--- src/sv/b64e_pkg.sv ---
// Shared types, constants and the alphabet lookup for the base64 stream encoder.
// Used by every module of the encoder; depends on nothing else.
package b64e_pkg;

    localparam int QDEPTH = 2;
    localparam int QPTR_W = $clog2(QDEPTH);
    localparam int QCNT_W = QPTR_W + 1;
    localparam int JOB_CHARS = 4;
    localparam int IDX_W = $clog2(JOB_CHARS);

    localparam logic [7:0] PAD_CHAR = 8'h3D;

    typedef struct packed {
        logic [7:0] data_byte;
        logic       end_of_message;
    } in_beat_t;

    typedef struct packed {
        logic [7:0] out_char;
        logic       last_char;
    } out_beat_t;

    typedef enum logic [1:0] {
        PH_0 = 2'd0,
        PH_1 = 2'd1,
        PH_2 = 2'd2
    } phase_t;

    typedef struct packed {
        logic [JOB_CHARS-1:0][7:0] chars;
        logic [IDX_W-1:0]          cnt;
        logic                      last;
    } job_t;

    typedef struct packed {
        logic full;
        logic empty;
    } q_stat_t;

    function automatic logic [7:0] enc_char(input logic [5:0] v);
        logic [7:0] c;
        c = 8'h2F;
        case (v) inside
            [6'd0:6'd25]:  c = 8'(8'h41 + {2'b00, v});
            [6'd26:6'd51]: c = 8'(8'h61 + {2'b00, v} - 8'd26);
            [6'd52:6'd61]: c = 8'(8'h30 + {2'b00, v} - 8'd52);
            6'd62:         c = 8'h2B;
            default:       c = 8'h2F;
        endcase
        return c;
    endfunction

endpackage

--- src/sv/b64e_front.sv ---
// Front end: accepts raw bytes, tracks group phase and carry bits, forms char jobs.
// Depends on b64e_pkg.
module b64e_front (
    input  logic               clk,
    input  logic               rst_n,
    input  logic               in_valid,
    output logic               in_ready,
    input  b64e_pkg::in_beat_t in_data,
    input  b64e_pkg::q_stat_t  q_stat,
    output logic               push,
    output b64e_pkg::job_t     job
);

    b64e_pkg::phase_t phase_reg;
    b64e_pkg::phase_t phase_next;
    logic [3:0]       carry_reg;
    logic [3:0]       carry_next;
    logic [7:0]       b;
    logic             eom;

    assign b        = in_data.data_byte;
    assign eom      = in_data.end_of_message;
    assign in_ready = !q_stat.full;
    assign push     = in_valid && in_ready;

    always_comb
    begin
        phase_next = phase_reg;
        carry_next = carry_reg;
        if (push)
        begin
            case (phase_reg)
                b64e_pkg::PH_1:
                begin
                    phase_next = eom ? b64e_pkg::PH_0 : b64e_pkg::PH_2;
                    carry_next = eom ? 4'd0 : b[3:0];
                end
                b64e_pkg::PH_2:
                begin
                    phase_next = b64e_pkg::PH_0;
                    carry_next = 4'd0;
                end
                default:
                begin
                    phase_next = eom ? b64e_pkg::PH_0 : b64e_pkg::PH_1;
                    carry_next = eom ? 4'd0 : {2'b00, b[1:0]};
                end
            endcase
        end
    end

    always_comb
    begin
        job = '0;
        case (phase_reg)
            b64e_pkg::PH_1:
            begin
                job.chars[0] = b64e_pkg::enc_char({carry_reg[1:0], b[7:4]});
                job.chars[1] = b64e_pkg::enc_char({b[3:0], 2'b00});
                job.chars[2] = b64e_pkg::PAD_CHAR;
                job.cnt      = eom ? b64e_pkg::IDX_W'(2) : b64e_pkg::IDX_W'(0);
                job.last     = eom;
            end
            b64e_pkg::PH_2:
            begin
                job.chars[0] = b64e_pkg::enc_char({carry_reg, b[7:6]});
                job.chars[1] = b64e_pkg::enc_char(b[5:0]);
                job.cnt      = b64e_pkg::IDX_W'(1);
                job.last     = eom;
            end
            default:
            begin
                job.chars[0] = b64e_pkg::enc_char(b[7:2]);
                job.chars[1] = b64e_pkg::enc_char({b[1:0], 4'b0000});
                job.chars[2] = b64e_pkg::PAD_CHAR;
                job.chars[3] = b64e_pkg::PAD_CHAR;
                job.cnt      = eom ? b64e_pkg::IDX_W'(3) : b64e_pkg::IDX_W'(0);
                job.last     = eom;
            end
        endcase
    end

    always_ff @(posedge clk or negedge rst_n)
    begin
        if (!rst_n)
        begin
            phase_reg <= b64e_pkg::PH_0;
            carry_reg <= 4'd0;
        end
        else
        begin
            phase_reg <= phase_next;
            carry_reg <= carry_next;
        end
    end

endmodule

--- src/sv/b64e_queue.sv ---
// Short job queue between the front end and the character sequencer.
// Depends on b64e_pkg.
module b64e_queue (
    input  logic              clk,
    input  logic              rst_n,
    input  logic              push,
    input  b64e_pkg::job_t    wr_job,
    input  logic              pop,
    output b64e_pkg::job_t    rd_job,
    output b64e_pkg::q_stat_t stat
);

    b64e_pkg::job_t                  mem [b64e_pkg::QDEPTH];
    logic [b64e_pkg::QPTR_W-1:0]     wr_ptr_reg;
    logic [b64e_pkg::QPTR_W-1:0]     rd_ptr_reg;
    logic [b64e_pkg::QCNT_W-1:0]     count_reg;
    logic [b64e_pkg::QPTR_W-1:0]     wr_ptr_next;
    logic [b64e_pkg::QPTR_W-1:0]     rd_ptr_next;
    logic [b64e_pkg::QCNT_W-1:0]     count_next;

    assign rd_job     = mem[rd_ptr_reg];
    assign stat.full  = (count_reg == b64e_pkg::QCNT_W'(b64e_pkg::QDEPTH));
    assign stat.empty = (count_reg == '0);

    always_comb
    begin
        wr_ptr_next = push ? b64e_pkg::QPTR_W'(wr_ptr_reg + 1'b1) : wr_ptr_reg;
        rd_ptr_next = pop ? b64e_pkg::QPTR_W'(rd_ptr_reg + 1'b1) : rd_ptr_reg;
        count_next  = count_reg;
        if (push && !pop)
        begin
            count_next = b64e_pkg::QCNT_W'(count_reg + 1'b1);
        end
        else if (pop && !push)
        begin
            count_next = b64e_pkg::QCNT_W'(count_reg - 1'b1);
        end
    end

    always_ff @(posedge clk)
    begin
        if (push)
        begin
            mem[wr_ptr_reg] <= wr_job;
        end
    end

    always_ff @(posedge clk or negedge rst_n)
    begin
        if (!rst_n)
        begin
            wr_ptr_reg <= '0;
            rd_ptr_reg <= '0;
            count_reg  <= '0;
        end
        else
        begin
            wr_ptr_reg <= wr_ptr_next;
            rd_ptr_reg <= rd_ptr_next;
            count_reg  <= count_next;
        end
    end

endmodule

--- src/sv/b64e_back.sv ---
// Back end: steps through the characters of each job into the output register.
// Depends on b64e_pkg.
module b64e_back (
    input  logic                clk,
    input  logic                rst_n,
    input  logic                q_valid,
    input  b64e_pkg::job_t      q_job,
    output logic                pop,
    output logic                out_valid,
    input  logic                out_ready,
    output b64e_pkg::out_beat_t out_data
);

    b64e_pkg::job_t             job_reg;
    logic                       busy_reg;
    logic                       busy_next;
    logic [b64e_pkg::IDX_W-1:0] idx_reg;
    logic [b64e_pkg::IDX_W-1:0] idx_next;
    b64e_pkg::out_beat_t        out_reg;
    logic                       out_valid_reg;
    logic                       out_valid_next;
    logic                       load;
    logic                       at_last;

    assign load      = busy_reg && (!out_valid_reg || out_ready);
    assign at_last   = (idx_reg == job_reg.cnt);
    assign pop       = q_valid && (!busy_reg || (load && at_last));
    assign out_valid = out_valid_reg;
    assign out_data  = out_reg;

    always_comb
    begin
        busy_next      = busy_reg;
        idx_next       = idx_reg;
        out_valid_next = out_valid_reg;
        if (pop)
        begin
            busy_next = 1'b1;
            idx_next  = '0;
        end
        else if (load)
        begin
            busy_next = !at_last;
            idx_next  = b64e_pkg::IDX_W'(idx_reg + 1'b1);
        end
        if (load)
        begin
            out_valid_next = 1'b1;
        end
        else if (out_ready)
        begin
            out_valid_next = 1'b0;
        end
    end

    always_ff @(posedge clk)
    begin
        if (pop)
        begin
            job_reg <= q_job;
        end
        if (load)
        begin
            out_reg.out_char  <= job_reg.chars[idx_reg];
            out_reg.last_char <= job_reg.last && at_last;
        end
    end

    always_ff @(posedge clk or negedge rst_n)
    begin
        if (!rst_n)
        begin
            busy_reg      <= 1'b0;
            idx_reg       <= '0;
            out_valid_reg <= 1'b0;
        end
        else
        begin
            busy_reg      <= busy_next;
            idx_reg       <= idx_next;
            out_valid_reg <= out_valid_next;
        end
    end

endmodule

--- src/sv/base64_stream_encoder.sv ---
// Top level of the base64 stream encoder: front end, job queue, character sequencer.
// Depends on b64e_pkg, b64e_front, b64e_queue and b64e_back.
//
// Usage:
//   Input channel (in_valid/in_ready/in_data) carries one raw message byte per
//   beat; end_of_message marks the final byte of a message.
//   Output channel (out_valid/out_ready/out_data) carries one base64 character
//   per beat; last_char marks the final character, padding included.
//   Each byte becomes a job of one to four characters in a two-entry queue.
//   On its way out, the first character of a byte is held in a queue entry,
//   then in the job register of the sequencer, then in the output register.
//   Throughput: one output beat per cycle while the receiver is ready, set by the
//   single output register; bytes are taken one per cycle while the queue has
//   room, so sustained input is three bytes per four output characters.
//   Reset clears the group phase, the carry bits, the queue and the output
//   valid flag; the next byte starts a new message.
//   When the receiver stalls, the output beat holds, the sequencer stops, and
//   in_ready drops once both queue entries are taken.
module base64_stream_encoder (
    input  logic                clk,
    input  logic                rst_n,
    input  logic                in_valid,
    output logic                in_ready,
    input  b64e_pkg::in_beat_t  in_data,
    output logic                out_valid,
    input  logic                out_ready,
    output b64e_pkg::out_beat_t out_data
);

    b64e_pkg::job_t    push_job;
    b64e_pkg::job_t    head_job;
    b64e_pkg::q_stat_t q_stat;
    logic              push;
    logic              pop;

    b64e_front u_front (
        .clk      (clk),
        .rst_n    (rst_n),
        .in_valid (in_valid),
        .in_ready (in_ready),
        .in_data  (in_data),
        .q_stat   (q_stat),
        .push     (push),
        .job      (push_job)
    );

    b64e_queue u_queue (
        .clk    (clk),
        .rst_n  (rst_n),
        .push   (push),
        .wr_job (push_job),
        .pop    (pop),
        .rd_job (head_job),
        .stat   (q_stat)
    );

    b64e_back u_back (
        .clk       (clk),
        .rst_n     (rst_n),
        .q_valid   (!q_stat.empty),
        .q_job     (head_job),
        .pop       (pop),
        .out_valid (out_valid),
        .out_ready (out_ready),
        .out_data  (out_data)
    );

    a_no_push_full: assert property (@(posedge clk) disable iff (!rst_n)
        push |-> !q_stat.full)
        else $error("job pushed into a full queue");

    a_no_pop_empty: assert property (@(posedge clk) disable iff (!rst_n)
        pop |-> !q_stat.empty)
        else $error("job popped from an empty queue");

    a_stat_excl: assert property (@(posedge clk) disable iff (!rst_n)
        !(q_stat.full && q_stat.empty))
        else $error("queue reports full and empty at once");

    a_pad_not_first: assert property (@(posedge clk) disable iff (!rst_n)
        (push && !in_data.end_of_message) |-> (push_job.cnt < b64e_pkg::IDX_W'(2)))
        else $error("padded job formed without end of message");

endmodule
--- config.mk ---
export PLATFORM = sky130hd
export DESIGN_NAME = base64_stream_encoder
export DESIGN_NICKNAME = d
export VERILOG_FILES = /design/src/sv/b64e_pkg.sv /design/src/sv/b64e_front.sv /design/src/sv/b64e_queue.sv /design/src/sv/b64e_back.sv /design/src/sv/base64_stream_encoder.sv
export SDC_FILE = /design/constraint.sdc
export NUM_CORES = 1
export LEC_CHECK = 0
export ABC_AREA = 1
export BUFFER_PORTS_ARGS = -buffer_cell sky130_fd_sc_hd__buf_2
export CAP_MARGIN = 10
export CORE_MARGIN = 2
export CORE_UTILIZATION = 50
export CTS_CLUSTER_SIZE = 16
export DETAILED_ROUTE_END_ITERATION = 16
export GPL_TIMING_DRIVEN = 1
export PLACE_DENSITY_LB_ADDON = 0.15
export SYNTH_ARGS = -nofsm -noshare
export SYNTH_HDL_FRONTEND = slang
export SYNTH_HIERARCHICAL = 1
export SYNTH_SLANG_ARGS = --single-unit
--- constraint.sdc ---
create_clock -name clk -period 4.32 [get_ports clk]
set_input_delay 0.864 -clock clk [delete_from_list [all_inputs] [get_ports clk]]
set_output_delay 0.864 -clock clk [all_outputs]
set_load 0.005 [all_outputs]
# [Word-level counts from Yosys, hierarchy flattened]
# Memory sizes are Yosys's and may differ from the RTL's. A register that Yosys moved wholly into a read port is not among the register bits.
# Cells that the tools add are included.
[op_classes] add_sub_neg=35 order_cmp=37 eq_ne=8 n_mux=45 n_reduce_logical=39
[ops] cell="$mux W8" count=19
[ops] cell="$add A7 B6 Y8 const A" count=12
[ops] cell="$le A6 B6 Y1 const B" count=12
[ops] cell="$sub A8 B5 Y8 const B" count=6
[ops] cell="$sub A8 B6 Y8 const B" count=6
[ops] cell="$add A6 B6 Y7 const A" count=6
[ops] cell="$pmux W19 S2" count=1
[ops] cell="$ge A6 B1 Y1 const B" count=6
[ops] cell="$ge A6 B5 Y1 const B" count=6
[ops] cell="$ge A6 B6 Y1 const B" count=6
[ops] cell="$le A6 B5 Y1 const B" count=6
[ops] cell="$logic_and A1 B1 Y1" count=25
[ops] cell="$eq A6 B6 Y1 const B" count=4
[ops] cell="$bmux W8 S2" count=1
[ops] cell="$mux W2" count=8
[ops] cell="$mux W3" count=4
[ops] cell="$mux W6" count=2
[ops] cell="$pmux W4 S2" count=1
[ops] cell="$logic_not A1 Y1" count=7
[ops] cell="$mux W1" count=7
[ops] cell="$reduce_bool A2 Y1" count=3
[ops] cell="$add A2 B1 Y2 const B" count=2
[ops] cell="$eq A2 B2 Y1 const B" count=2
[ops] cell="$mux W4" count=1
[ops] cell="9 further kinds" count=11
[word_totals] register_bits=39 mem_bits_rw=62 in_bits=13 output_inout_bits=11 mem_count=1
[mem_list] memory="u_queue.mem" depth=2 width=31 rd=1 rd_ports_with_merged_regs=1 write_ports=1 line="b64e_queue.sv:13" rtl="b64e_pkg::job_t mem [b64e_pkg::QDEPTH];"

# [Logic depth before layout (Yosys ltp)]
[logic_depth] word_depth=9 depth_mapped=15 depth_no_buf=14

# [Modules after synthesis]
# Netlist, hierarchy kept.
[by_module_without_submodules] mod="b64e_front" instances=1 cells_per_inst=568 area_each_um2=3126.7
[by_module_without_submodules] mod="b64e_queue" instances=1 cells_per_inst=134 area_each_um2=2882.8
[by_module_without_submodules] mod="b64e_back" instances=1 cells_per_inst=118 area_each_um2=1769.2
[by_module_without_submodules] mod="base64_stream_encoder" instances=1 cells_per_inst=1 area_each_um2=3.8

# [Least setup slack after synthesis]
# OpenSTA, ideal clock, no wires.
[synth_path] path_kind="input to register" start="input port out_ready" end="register u_queue/count_reg[1] (netlist bit)" setup_time_ps=117 arrival_time_ps=3632 required_time_ps=4203 setup_slack_ps=571 path_stages=10 n_path_buf=0 path_cell_list="inv_1 > nand2_1 > nand3_2 > a21oi_1 > inv_1 > ha_1 > inv_1 > nand3_1 > nand2_1 > nand2_1"
[synth_via] elab_chain_cells=8 word_cells_on_any_way=10
[synth_rtl] element="from (decl)" line="base64_stream_encoder.sv:26" rtl="input logic out_ready,"
[synth_rtl] element="$logic_or A1 B1 Y1 *" line="b64e_back.sv:25" rtl="assign load = busy_reg && (!out_valid_reg || out_ready);"
[synth_rtl] element="$logic_and A1 B1 Y1 *" line="b64e_back.sv:25"
[synth_rtl] element="$logic_and A1 B1 Y1 *" line="b64e_back.sv:27" rtl="assign pop = q_valid && (!busy_reg || (load && at_last));"
[synth_rtl] element="$logic_or A1 B1 Y1 *" line="b64e_back.sv:27"
[synth_rtl] element="$logic_and A1 B1 Y1 *" line="b64e_back.sv:27"
[synth_rtl] element="net pop" line="base64_stream_encoder.sv:34" rtl="logic pop;"
[synth_rtl] element="$logic_not A1 Y1" line="b64e_queue.sv:30" rtl="if (push && !pop)"
[synth_rtl] element="$logic_and A1 B1 Y1" line="b64e_queue.sv:30"
[synth_rtl] element="$mux W2 / $reduce_bool A2 Y1 (equally long branches)"
[synth_rtl] element="to (signal assigned)" line="b64e_queue.sv:60" rtl="count_reg <= count_next;"
[synth_rtl] element="to (decl)" line="b64e_queue.sv:16" rtl="logic [b64e_pkg::QCNT_W-1:0] count_reg;"
# Mark *: on every way through the listed nets, which the timed path passes. The rest lies on a longest branch.
# A chain may end at the register's enable or synchronous reset.

==> flow_summary.json <==
{
  "num-nets-final": 877,
  "edff_count_synth": 114,
  "chipWidth_um": 129,
  "drive_gt1_share_pct": 18.1,
  "hpwlAfterDp_um": 13100,
  "row_count": 45,
  "status": "finished, final reports clean",
  "port_buffers": 23,
  "finalSetupViolations": 0,
  "post_drt_wl_per_cell_um": 17.6,
  "cts_resized": 0,
  "clk_pin_slew_ns": 0.06,
  "power_density_nw_per_um2": 642,
  "post_synth_main_area_contributors": "sky130_fd_sc_hd__edfxtp_1, sky130_fd_sc_hd__nand2_1, sky130_fd_sc_hd__mux2_4",
  "largest_buffer_count_on_any_clock_path": 2,
  "cts_post_setup_buffers_inserted": 0,
  "p_leak_nw": 3.58,
  "slew-limit-headroom_pct": 27.1,
  "vias_in_the_first_global_route": 5528,
  "seq_area_frac_synth_pct": 48.5,
  "dr_total_vias": 5654,
  "initial_core_util_pct": 51.2,
  "synth_ff_type": "sky130_fd_sc_hd__edfxtp_1",
  "tightestPinTransition_ns": 1.09,
  "cp.arrival_ns": 2.85,
  "placeable_area_um2": 15200,
  "final_hold_viol_count": 0,
  "drc": 0,
  "synth_async_sr_flop_share_pct": 10.9,
  "cp_data_required_time_ns": 4.47,
  "drt_first_iter_violations": 473,
  "synth_most_common_cell": "sky130_fd_sc_hd__nand2_1",
  "drt_wl_total_um": 18200,
  "timing.fmax_mhz": 371,
  "cts.hold.buffers_added": 0,
  "drt.antenna.violating_nets": 0,
  "clock-skew-final_ns": 0.0123,
  "io_pins": 24,
  "clock_tree_from_tritoncts": "yes",
  "grt_first_pass_wirelength_um": 28900,
  "synth.avg_cell_area_um2": 9.48,
  "cts_sinks": 128,
  "clock_latency_ns": 0.41,
  "antenna_cells_inserted": 0,
  "routed_via_density": 5.47,
  "period_utilisation_layout_pct": 62.4,
  "post_route_total_power_mw": 5.42,
  "final_period_minus_worst_setup_slack_ns": 2.69,
  "detailedRoute.firstPassIterationCount": 5,
  "numCtsBuffers": 17,
  "synth_largest_area_cell": "sky130_fd_sc_hd__edfxtp_1",
  "netlist.area_leader.share_pct": 44.0,
  "netlist_area_um2": 7780,
  "largest_reg_flops": 70,
  "cp-start-kind": "input port",
  "grt_max_degree": 38,
  "slew_viol_final": 0,
  "placedCellCount": 1001,
  "antenna_violations_before_repair": 0,
  "globalRoute.totalOverflow": 0,
  "min-delay-path-class": "in2async",
  "synth.cells.most_frequent": "sky130_fd_sc_hd__nand2_1, sky130_fd_sc_hd__edfxtp_1, sky130_fd_sc_hd__nand3_1",
  "cts-root-buf": "sky130_fd_sc_hd__clkbuf_16",
  "die_y_um": 129,
  "timing_worst_setup_path_type": "in2reg",
  "layout.filler_cells": 1330,
  "max_cap_violations": 0,
  "fin_tns_setup_ns": 0,
  "groute.usage.overall_pct": 23.0,
  "synth_seq_cells": 128,
  "irDropWorstVdd_uv": 357,
  "die-area_um2": 16600,
  "rsz0062_at_grt": "false",
  "critical_path.endpoint_type": "flop",
  "critical_path.max_fanout": 16,
  "reg2reg_slack_ns": 1.67,
  "synth.distinct_cells": 46,
  "netlist_instances": 821,
  "instances_no_fill": 1033,
  "ys_warn_count": 6,
  "globalplace.congestion": 0.946,
  "htree_levels": 4,
  "syn_to_final_growth_pct": 8.42
}
kinds of logic after synthesis:
| kind of cell | Yosys count | synth area share (%) |
|---|---|---|
| multiplexers | 35 | 6.46 |
| adder cells (fa/ha/maj) | 32 | 5.14 |
| XOR/XNOR | 19 | 2.23 |
| flip-flops | 128 | 48.5 |
| AO/OA/AOI/OAI | 116 | 8.68 |
| AND/OR/NAND/NOR | 360 | 20.3 |
| buffers and inverters | 130 | 8.68 |
| other | 1 | 0.0482 |
path summary, 6_finish.rpt:
check	end	cells after the start	startpoint
max in group asynchronous	u_queue/rd_ptr_reg	1	rst_n
min in group clk	u_queue/count_reg[1]	2	u_queue/count_reg[1]
hold reg to reg	u_queue/count_reg[1]	2	u_queue/count_reg[1]
setup / recovery	u_queue/mem[1][7]	13	in_data[5]
hold / removal	u_front/phase_reg[1]	1	rst_n
setup reg to reg	u_queue/mem[1][6]	12	u_front/carry_reg[0]
metal layers:
metal	part of all wire, %	vias up	track usage [%]	wire length, um
met2	48	186	37.9	8740
met3	5.0	42	4.99	910
li1	-	2778	-	-
met4	4.0	0	11.3	728
met5	0	-	0	0
met1	43	2648	28.8	7800
critical path: stages:
cell	delay, ns
sky130_fd_sc_hd__buf_2	0.31
sky130_fd_sc_hd__inv_2	0.21
sky130_fd_sc_hd__ha_1	0.32
sky130_fd_sc_hd__inv_1	0.16
sky130_fd_sc_hd__nand2_1	0.10
sky130_fd_sc_hd__nand2_1	0.09
sky130_fd_sc_hd__nand2_1	0.06
sky130_fd_sc_hd__nand2_2	0.18
sky130_fd_sc_hd__inv_2	0.10
sky130_fd_sc_hd__nand3_1	0.08
sky130_fd_sc_hd__nand3_1	0.09
sky130_fd_sc_hd__o211ai_1	0.17
sky130_fd_sc_hd__nand2_1	0.12
report_power, final:
group | internal, mW | switching (mW)
clock network | 0.808 | 0.530
registers | 2.00 | 0.221
logic | 0.690 | 1.17
total | 3.49 | 1.93
through the flow:
| stage | hold WS (ns) | area, um^2 | util (%) | worst slack, ns |
|---|---|---|---|---|
| 2_1_floorplan | 0.463 | 7800 | - | 0.571 |
| 5_1_grt | 0.336 | 8440 | 55.5 | 1.47 |
| 3_3_place_gp | 0.475 | 7870 | 51.7 | 1.23 |
| 4_1_cts | 0.325 | 8440 | 55.5 | 1.68 |
| 3_5_place_dp | 0.493 | 7870 | 51.7 | 1.24 |
| 6_report | 0.337 | 8440 | 55.5 | 1.63 |
cell type report:
class,instances,area (um^2),share of cell area [%]
clock buffers,20,478,5.66
clock inverters,12,93.8,1.11
inverters,90,340,4.03
multi-input cells,568,3370,39.9
flip-flops and latches,128,3770,44.7
well taps,188,235,2.79
repair buffers,27,145,1.72
cell usage in the layout, fill, tap and decap left out, types with 6 or more instances in the layout:
master	instances
sky130_fd_sc_hd__nand2_2	11
sky130_fd_sc_hd__nor2_2	6
sky130_fd_sc_hd__inv_2	18
sky130_fd_sc_hd__o21ai_0	39
sky130_fd_sc_hd__o22ai_1	13
sky130_fd_sc_hd__o21ai_1	13
sky130_fd_sc_hd__a21oi_1	27
sky130_fd_sc_hd__inv_1	70
sky130_fd_sc_hd__xor2_1	13
sky130_fd_sc_hd__mux2_2	6
sky130_fd_sc_hd__nand2_1	188
sky130_fd_sc_hd__ha_1	32
sky130_fd_sc_hd__nor2_1	58
sky130_fd_sc_hd__mux2_4	29
sky130_fd_sc_hd__buf_2	23
sky130_fd_sc_hd__clkbuf_16	18
sky130_fd_sc_hd__nand3_1	74
sky130_fd_sc_hd__edfxtp_1	114
sky130_fd_sc_hd__dfrtp_1	13
sky130_fd_sc_hd__conb_1	6
Note: power is estimated with default switching activity, not from simulation.
